==> config.mk <==
export PLATFORM = sky130hd
export DESIGN_NAME = bdcs_ctrl
export DESIGN_NICKNAME = d
export VERILOG_FILES = /design/src/design/bdcs_pkg.sv /design/src/design/bdcs_ctrl.sv
export SDC_FILE = /design/constraint.sdc
export NUM_CORES = 1
export LEC_CHECK = 0
export BUFFER_PORTS_ARGS = -buffer_cell sky130_fd_sc_hd__buf_2
export CORE_AREA = 4 4 41 43
export CTS_CLUSTER_DIAMETER = 150
export CTS_CLUSTER_SIZE = 12
export DETAILED_ROUTE_END_ITERATION = 10
export DIE_AREA = 0 0 45 47
export PLACE_DENSITY_LB_ADDON = 0.2
export SETUP_SLACK_MARGIN = 0.5
export SYNTH_ARGS = -nofsm -noshare
export SYNTH_HDL_FRONTEND = slang
export SYNTH_SLANG_ARGS = --single-unit
==> constraint.sdc <==
create_clock -name i_clk -period 2.52 [get_ports i_clk]
set_clock_uncertainty 0.1 [all_clocks]
set_input_delay 0.126 -clock i_clk [delete_from_list [all_inputs] [get_ports i_clk]]
set_output_delay 0.126 -clock i_clk [all_outputs]
set_load 0.01 [all_outputs]
==> src/design/bdcs_pkg.sv <==
package bdcs_pkg;

    localparam int unsigned BLOCK_COUNT = 1024;
    localparam int unsigned BLOCK_CHARS = 64;
    localparam int unsigned PLANES      = 3;
    localparam int unsigned MAX_LEN     = 65536;

    localparam int unsigned POS_W  = 16;
    localparam int unsigned CHAR_W = 8;
    localparam int unsigned LEN_W  = 17;
    localparam int unsigned STAT_W = 2;
    localparam int unsigned CODE_W = 3;
    localparam int unsigned OFF_W  = $clog2(BLOCK_CHARS);
    localparam int unsigned BLK_W  = (BLOCK_COUNT > 1) ? $clog2(BLOCK_COUNT) : 1;

    localparam int unsigned RAW_CAP = BLOCK_COUNT * BLOCK_CHARS;
    localparam logic [LEN_W-1:0] CAPACITY =
        LEN_W'((RAW_CAP > MAX_LEN) ? MAX_LEN : RAW_CAP);

    typedef enum logic [1:0] {
        CMD_WRITE  = 2'd0,
        CMD_APPEND = 2'd1,
        CMD_READ   = 2'd2,
        CMD_CLEAR  = 2'd3
    } t_cmd;

    localparam logic [STAT_W-1:0] ST_OK       = 2'd0;
    localparam logic [STAT_W-1:0] ST_RANGE    = 2'd1;
    localparam logic [STAT_W-1:0] ST_CAPACITY = 2'd2;

    localparam logic [CODE_W-1:0] CODE_A = 3'd0;
    localparam logic [CODE_W-1:0] CODE_C = 3'd1;
    localparam logic [CODE_W-1:0] CODE_G = 3'd2;
    localparam logic [CODE_W-1:0] CODE_T = 3'd3;
    localparam logic [CODE_W-1:0] CODE_N = 3'd4;

    typedef logic [PLANES-1:0][BLOCK_CHARS-1:0] t_word;

    localparam t_word ALL_N = {{BLOCK_CHARS{1'b1}}, {BLOCK_CHARS{1'b0}}, {BLOCK_CHARS{1'b0}}};

    typedef enum logic [1:0] {
        PATH_DONE,
        PATH_READ,
        PATH_RMW,
        PATH_WALK
    } t_path;

    typedef struct packed {
        logic in_ready;
        logic evaluate;
        logic read_done;
        logic rmw_write;
        logic walk_step;
        logic load_out;
    } t_ctl;

    typedef struct packed {
        logic  req_fire;
        t_path path;
        logic  walk_last;
        logic  out_free;
    } t_sts;

    function automatic logic [CODE_W-1:0] encode(input logic [CHAR_W-1:0] ch);
        logic [CODE_W-1:0] code;
        case (ch)
            "A", "a": code = CODE_A;
            "C", "c": code = CODE_C;
            "G", "g": code = CODE_G;
            "T", "t": code = CODE_T;
            default:  code = CODE_N;
        endcase
        return code;
    endfunction

    function automatic logic [CHAR_W-1:0] decode(input logic [CODE_W-1:0] code);
        logic [CHAR_W-1:0] ch;
        case (code)
            CODE_A:  ch = "A";
            CODE_C:  ch = "C";
            CODE_G:  ch = "G";
            CODE_T:  ch = "T";
            default: ch = "N";
        endcase
        return ch;
    endfunction

    function automatic t_word merge(input t_word w, input logic [OFF_W-1:0] off,
                                    input logic [CODE_W-1:0] code);
        t_word r;
        r = w;
        r[0][off] = code[0];
        r[1][off] = code[1];
        r[2][off] = code[2];
        return r;
    endfunction

endpackage

==> src/design/bdcs_ctrl.sv <==
module bdcs_ctrl (
    input  logic            i_clk,
    input  logic            i_rst_n,
    input  bdcs_pkg::t_sts  i_sts,
    output bdcs_pkg::t_ctl  o_ctl
);

    typedef enum logic [2:0] {
        S_IDLE,
        S_EVAL,
        S_READ,
        S_RMW,
        S_WALK,
        S_FINISH
    } t_state;

    t_state r_state;
    t_state n_state;

    always_comb begin
        n_state = r_state;
        case (r_state)
            S_IDLE: begin
                if (i_sts.req_fire) begin
                    n_state = S_EVAL;
                end
            end
            S_EVAL: begin
                case (i_sts.path)
                    bdcs_pkg::PATH_READ: n_state = S_READ;
                    bdcs_pkg::PATH_RMW:  n_state = S_RMW;
                    bdcs_pkg::PATH_WALK: n_state = S_WALK;
                    default:             n_state = S_FINISH;
                endcase
            end
            S_READ: n_state = S_FINISH;
            S_RMW:  n_state = S_FINISH;
            S_WALK: begin
                if (i_sts.walk_last) begin
                    n_state = S_FINISH;
                end
            end
            S_FINISH: begin
                if (i_sts.out_free) begin
                    n_state = S_IDLE;
                end
            end
            default: n_state = S_IDLE;
        endcase
    end

    always_ff @(posedge i_clk) begin
        if (!i_rst_n) begin
            r_state <= S_IDLE;
        end else begin
            r_state <= n_state;
        end
    end

    always_comb begin
        o_ctl.in_ready  = (r_state == S_IDLE);
        o_ctl.evaluate  = (r_state == S_EVAL);
        o_ctl.read_done = (r_state == S_READ);
        o_ctl.rmw_write = (r_state == S_RMW);
        o_ctl.walk_step = (r_state == S_WALK);
        o_ctl.load_out  = (r_state == S_FINISH) && i_sts.out_free;
    end

endmodule

==> flow_summary.toml, run 1 <==
[run_status]
status = "complete, no violations"

[floorplanning]
initial_core_util = 0.200
die_area_mm2 = 0.00212
core_mm2 = 0.00130
die_w_um = 45
io_pins = 13
die_h_um = 47
row_count = 13

[synth]
ys_types = 22
synth.yosys.seq_area_share = 0.231
syn_area_per_cell_um2 = 8.13
synth_area_leaders = "dfxtp_1 (23%), ha_1 (9.6%), nor2b_1 (7.2%)"
synth_cells = 32
synthesis.nets = 41
synth.top_cell.area_share = 0.231
ys_ff_latch = 3
netlist_area_um2 = 260
yosysWarnings = 0
synth.largest_area_cell = "dfxtp_1"

[clocking]
cts_resized = 0
clk_pin_slew_ns = 0.04
cts_setup_buffers = 0
clock_sinks = 3
root_buffer = "clkbuf_4"
numCtsBuffers = 3
cts_tree = "built"
htree_levels = 1
cts_hold_buffers = 0
clkLatencyLatePin_ns = 0.23
clk_path_buf_depth = 2

[timing]
rsz0062_at_grt = "false"
tns_ns = 0
max_clock_freq_mhz = 696
min_period_ns = 1.44
hold-worst-slack_ns = 0.0541
worst_slew_pin_slew_ns = 0.378
relSlewSlack = 0.747
drv_slew = 0
hold_viol = 0
setup-violations-final = 0
layout_worst_path_cycle_share = 0.570

[detailed_routing]
wire_per_inst_um = 9.75
via_per_inst = 4.28
drc = 0
drtPass1Iterations = 2
dr.first_iter.drc_count = 3
routed_wl_um = 595
ant_nets = 0
via_count = 261

[final_layout]
nets = 56
area_growth_pct = 36.5
insertedDiodeCount = 0
final_cells = 61
drive_gt1_frac = 0.391
reg_top3 = "r_state (3)"
regMostFlops = "r_state"
largest_register_ffs = 3

[global_routing]
grt_max_degree = 14
track_usage = 0.0632
antenna_found_initial = 0
grt_pass1_wl_um = 938
grt_pass1_vias = 253
grt_remaining_overflow = 0

[setup_path]
critical_path_class = "reg -> reg"
crit_slowest_cell = "dfxtp_1"
slowest_delay_ns = 0.54
worstRegToRegCells = 3
critPathCaptureType = "register"
critPathMaxFanout = 13
crit_path_cell_trace = "mux2_4 -> a211o_1 -> a21oi_1"
arrival_ns = 1.50
cp.required_ns = 2.58
start_kind = "register"

[place]
dp.cells = 57
dp_hpwl_um = 484
io_buffers = 12
gp_congestion = 0.679

[pwr]
ir_worst_vdd_mv = 0.253
p_per_area_mw_per_mm2 = 713
p_leak_uw = 0.000182

[flow_run]
maxCapViolations = 0

[min_path]
hold_class = "in -> reg"
hold_path_depth = 2
through the flow:
step                       util  setup WS, ns  cell area, um2  power, uW
after global placement    0.253          1.09             329        175
after detailed placement  0.253          1.09             329        172
final                     0.273          1.08             355        253
after floorplan               -          1.32             260        146
after global routing      0.273         0.973             355        275
after CTS                 0.273          1.08             355        260
layer usage:
| layer | routed length [um] | part of all wire | GRT usage |
|---|---|---|---|
| met4 | 0 | 0 | 0.0526 |
| met3 | 24 | 0.040 | 0.0115 |
| met5 | 0 | 0 | 0 |
| met1 | 242 | 0.41 | 0.0727 |
| met2 | 328 | 0.55 | 0.102 |
placed cells by master, fill, tap and decap left out, types with 2 or more instances in the layout:
master / n
buf_2: 12
nor2_1: 4
inv_1: 2
nor2b_1: 3
dfxtp_1: 3
clkbuf_4: 3
ha_1: 2
synth_stat cells (all sizes together):
library cell	instances
dfxtp	3
nor3b	2
nor2	4
nand2b	1
nand2	1
o21ba	1
o21ai	1
mux2	1
o31a	1
nor3	1
inv	2
and3	1
buf	2
a21boi	1
o41ai	1
ha	2
nor2b	3
a21oi	1
a211o	1
and2	1
o31ai	1
final cells by class:
type,count,area (um2)
inverters,2,7.51
flip-flops and latches,3,60.1
well taps,15,18.8
repair buffers,12,60.1
multi-input cells,25,183
clock buffers,4,26.3
fillers,162,946
worst max-delay path: cells and delay by family, from the launching register on:
kind,cells,cell delay [ns]
multiplexers,1,0.33
AO/OA/AOI/OAI,2,0.39
flip-flops,1,0.54
kinds of logic after synthesis:
family / synth area share
AO/OA/AOI/OAI: 0.236
flip-flops: 0.231
multiplexers: 0.0577
buffers and inverters: 0.0673
AND/OR/NAND/NOR: 0.313
adder cells (fa/ha/maj): 0.0961
path summary, 6_finish.rpt:
kind,startpoint,to,slack (ns)
max,r_state[0],r_state[2],1.08
min,i_rst_n,r_state[0],0.05
max reg2reg,r_state[0],r_state[2],1.08
min reg2reg,r_state[1],r_state[2],0.57
where the power goes:
group,total [uW],switching [uW],internal [uW]
clock,82.8,23.5,59.3
sequential,79.7,22.7,57.0
combinational,91.0,39.7,51.3
total,253,85.8,168
Note: power is estimated with default switching activity, not from simulation.
==> run 2, diff against run 1 <==
Clock period 2.52 ns to 1.3 ns, I/O delays scaled along.
==> flow_summary.toml, run 2 (synthesis results as in run 1) <==
[final_layout]
layout_common_cells = "buf_2 (10), buf_6 (5)"
drive_gt1_frac = 0.615
largest_register_ffs = 3
area_growth_pct = 85.6
final_cells = 67
reg_top3 = "r_state (3)"
insertedDiodeCount = 0
regMostFlops = "r_state"
final_common_cell = "buf_2"
nets = 62

[detailed_routing]
wl_met3_um = 42
routed_wl_um = 692
drtPass1Iterations = 3
ant_nets = 0
met1_length_um = 270
via_per_inst = 4.58
dr.first_iter.drc_count = 4
top_layer = "met4"
drc = 0
wire_per_inst_um = 10.3
routed-wl-met2_um = 359
via_count = 307

[pwr]
p_int_uw = 422
p_per_area_mw_per_mm2 = 1310
ir_worst_vdd_mv = 0.553
p_seq_frac = 0.250
clkPwrFrac = 0.261
combPwrFrac = 0.489
switching_share = 0.335
p_leak_uw = 0.000226
switching_power_uw = 213

[timing]
tns_ns = 0
setup-violations-final = 0
layout_worst_path_cycle_share = 0.943
hold-worst-slack_ns = -0.0234
max_clock_freq_mhz = 815
relSlewSlack = 0.813
min_period_ns = 1.23
setup_slack_ns = 0.0735
worst_slew_pin_slew_ns = 0.277
hold_viol = 2
rsz0062_at_grt = "true"
drv_slew = 0

[setup_path]
crit_slowest_cell = "dfxtp_4"
worstRegToRegCells = 3
critPathMaxFanout = 5
arrival_ns = 1.06
r2r-start = "r_state[0]"
cp.required_ns = 1.13
rrSetupSlack_ns = 0.08
r2r-end = "r_state[2]"
crit_path_cell_trace = "buf_6 -> nor3b_4 -> buf_2"
start_kind = "register"
slowest_delay_ns = 0.37
critical_path_class = "reg -> out"
critPathCaptureType = "output port"

[place]
dp_hpwl_um = 516
dp.cells = 61
gp_congestion = 0.676
io_buffers = 12
post-place-ws_ns = 0.0508

[clocking]
htree_levels = 1
numCtsBuffers = 3
cts_tree = "built"
root_buffer = "clkbuf_4"
clock_sinks = 3
clk_pin_slew_ns = 0.04
clk_path_buf_depth = 2
clkLatencyLatePin_ns = 0.23

[floorplanning]
die_w_um = 45
io_pins = 13
row_count = 13
initial_core_util = 0.200
die_area_mm2 = 0.00212
core_mm2 = 0.00130
die_h_um = 47

[min_path]
min_to = "r_state[0]"
hold_path_depth = 2
hold_class = "in -> reg"
min_from = "i_rst_n"

[global_routing]
grt_remaining_overflow = 0
grt_pass1_vias = 311
track_usage = 0.0789
grt_max_degree = 8
antenna_found_initial = 0
grt_pass1_wl_um = 1120

[flow_run]
maxCapViolations = 0

[run_status]
failed_checks = "hold timing"
status = "complete, but fails checks"
==> run 2: changes by cell type in the layout (fill, tap and decap cells not counted), moves of 3 or more <==
cell / before / now
buf_4: 0 / 3
dfxtp_1: 3 / 0
buf_6: 0 / 5
dfxtp_4: 0 / 3
==> run 2: repair_timing <==
| action | 4_1_cts | 5_1_grt |
|---|---|---|
| hold endpoints to repair | 2 | 2 |
| setup endpoints to repair | 9 | 9 |
| resized for setup | 12 | 6 |
| setup buffers | 1 | 1 |
| pin swaps | 6 | 2 |
==> run 2: cell type report <==
class	instances	area, um2
Timing Repair Buffer	18	129
Fill cell	141	818
Tap cell	15	18.8
Inverter	2	7.51
Clock buffer	4	26.3
Multi-Input combinational cell	25	230
Sequential cell	3	71.3
==> run 2: how the worst max path moves through the flow <==
stage	start	to	cells past startpoint
3_3_place_gp	r_state[0]	r_state[2]	3
3_5_place_dp	r_state[0]	r_state[2]	3
5_1_grt	r_state[0]	o_ctl[4]	3
6_report	r_state[2]	o_ctl[4]	3
4_1_cts	r_state[0]	r_state[2]	3
2_1_floorplan	r_state[0]	r_state[2]	3
==> run 2: worst max-delay path, delay by kind of cell, from the launching register on <==
kind | cells | cell delay, ns
buf+inv | 2 | 0.29
flops | 1 | 0.37
simple gates | 1 | 0.17
==> run 2: metal layers <==
| metal | vias up | GRT usage |
|---|---|---|
| met3 | 2 | 0.0421 |
| met5 | - | 0 |
| li1 | 152 | - |
| met2 | 7 | 0.136 |
| met4 | 0 | 0.0877 |
| met1 | 146 | 0.0588 |
==> run 2: power by group through the flow <==
| stage | Clock [uW] | Combinational, uW | Sequential (uW) |
|---|---|---|---|
| floorplan | 0 | 180 | 128 |
| global placement | 0 | 251 | 144 |
| detailed placement | 0 | 249 | 143 |
| CTS | 174 | 285 | 156 |
| global route | 178 | 339 | 163 |
| finish | 166 | 310 | 159 |
==> run 2: metrics by stage <==
stage,hold WS (ns),utilization,instance area [um2],power [uW]
6_report,-0.0234,0.371,483,634
2_1_floorplan,0.0855,-,277,308
4_1_cts,-0.0350,0.341,444,615
3_5_place_dp,0.220,0.284,369,392
5_1_grt,-0.0184,0.371,483,680
3_3_place_gp,0.229,0.284,369,395
==> run 3, diff against run 2 <==
Clock period 1.3 ns to 1.6 ns, I/O delays scaled along.
==> flow_summary.toml, run 3 (synthesis results as in run 1) <==
[timing]
setup-violations-final = 0
worst_slew_pin_slew_ns = 0.362
hold_viol = 0
layout_worst_path_cycle_share = 0.764
relSlewSlack = 0.756
max_clock_freq_mhz = 819
drv_slew = 0
min_period_ns = 1.22
setup_slack_ns = 0.378
tns_ns = 0
rsz0062_at_grt = "true"

[clocking]
root_buffer = "clkbuf_4"
cts_tree = "built"
clkLatencyLatePin_ns = 0.24
clk_path_buf_depth = 2
clk_pin_slew_ns = 0.04
clock_sinks = 3
numCtsBuffers = 3
htree_levels = 1

[min_path]
hold_class = "in -> reg"
min_from = "i_sts[4]"
hold_path_depth = 3
min_to = "r_state[2]"

[flow_run]
maxCapViolations = 0

[final_layout]
area_growth_pct = 66.3
nets = 61
insertedDiodeCount = 0
largest_register_ffs = 3
layout_common_cells = "buf_2 (11), nor2_1 (4), buf_4 (4)"
final.fill_count = 143
final_util = 0.333
postLayoutCellArea_um2 = 433
drive_gt1_frac = 0.549
regMostFlops = "r_state"
reg_top3 = "r_state (3)"
final_common_cell = "buf_2"

[detailed_routing]
drc = 0
via_per_inst = 4.35
ant_nets = 0
drtPass1Iterations = 1
wire_per_inst_um = 10.1
routed_wl_um = 667
via_count = 287
dr.first_iter.drc_count = 0

[setup_path]
r2r-end = "r_state[2]"
cp.required_ns = 1.66
critPathMaxFanout = 7
critical_path_class = "reg -> reg"
worstRegToRegCells = 3
start_kind = "register"
arrival_ns = 1.28
cp-startpoint = "r_state[0]"
r2r-start = "r_state[0]"
critPathCaptureType = "register"
rrSetupSlack_ns = 0.38

[global_routing]
grt_max_degree = 10
track_usage = 0.0718
antenna_found_initial = 0
grt_pass1_vias = 286
grt_pass1_wl_um = 1040
grt_remaining_overflow = 0

[place]
gp_congestion = 0.639
post-place-ws_ns = 0.275
io_buffers = 12
place_area_um2 = 337
dp_hpwl_um = 487

[pwr]
p_int_uw = 306
p_seq_frac = 0.283
p_leak_uw = 0.000215
clkPwrFrac = 0.293
combPwrFrac = 0.424
ir_worst_vdd_mv = 0.338
switching_power_uw = 159
p_total_uw = 466
switching_share = 0.342
p_per_area_mw_per_mm2 = 1080

[floorplanning]
die_area_mm2 = 0.00212
io_pins = 13
die_w_um = 45
row_count = 13
core_mm2 = 0.00130
die_h_um = 47
initial_core_util = 0.200

[run_status]
status = "complete, no violations"
[run 3: power groups by stage]
stage | Combinational [uW] | Clock [uW] | Sequential, uW
floorplan | 145 | 0 | 104
global placement | 153 | 0 | 132
detailed placement | 153 | 0 | 131
CTS | 192 | 145 | 128
global route | 216 | 147 | 136
finish | 198 | 136 | 132
[run 3: layer usage]
layer,share of wire,track usage
met1,0.40,0.0679
met2,0.52,0.127
met3,0.054,0.0153
met4,0.025,0.0702
met5,0,0
[run 3: worst max path at each step]
stage	slack (ns)	endpoint
after floorplan	0.44	r_state[2]
after global placement	0.25	r_state[2]
after detailed placement	0.28	r_state[2]
after CTS	0.37	r_state[2]
after global routing	0.34	r_state[2]
final	0.38	r_state[2]
[run 3: layout make-up]
class	instances	area (um2)	area share
clock buffers	4	26.3	0.0607
flip-flops and latches	3	71.3	0.165
well taps	15	18.8	0.0434
repair buffers	17	106	0.246
multi-input cells	25	203	0.468
inverters	2	7.51	0.0173
[run 3: through the flow]
stage / hold slack [ns] / cells
final: 0.0403 / 66
after floorplan: 0.100 / 32
after CTS: 0.0460 / 66
after detailed placement: 0.244 / 57
after global routing: 0.0652 / 66
after global placement: 0.239 / 57
[run 3: what timing repair did]
item | CTS | global route
gates resized for setup | 6 | 4
hold buffers | 1 | 0
hold endpoints to repair | 2 | 0
pin swaps | 1 | 2
setup buffers | 4 | 0
gates cloned | 0 | 0
setup endpoints to repair | 8 | 8
[run 3: worst max-delay path: stages, from the launching register on]
cell	delay (ns)
dfxtp_4	0.38
mux2_4	0.30
a211o_1	0.26
a21oi_2	0.10
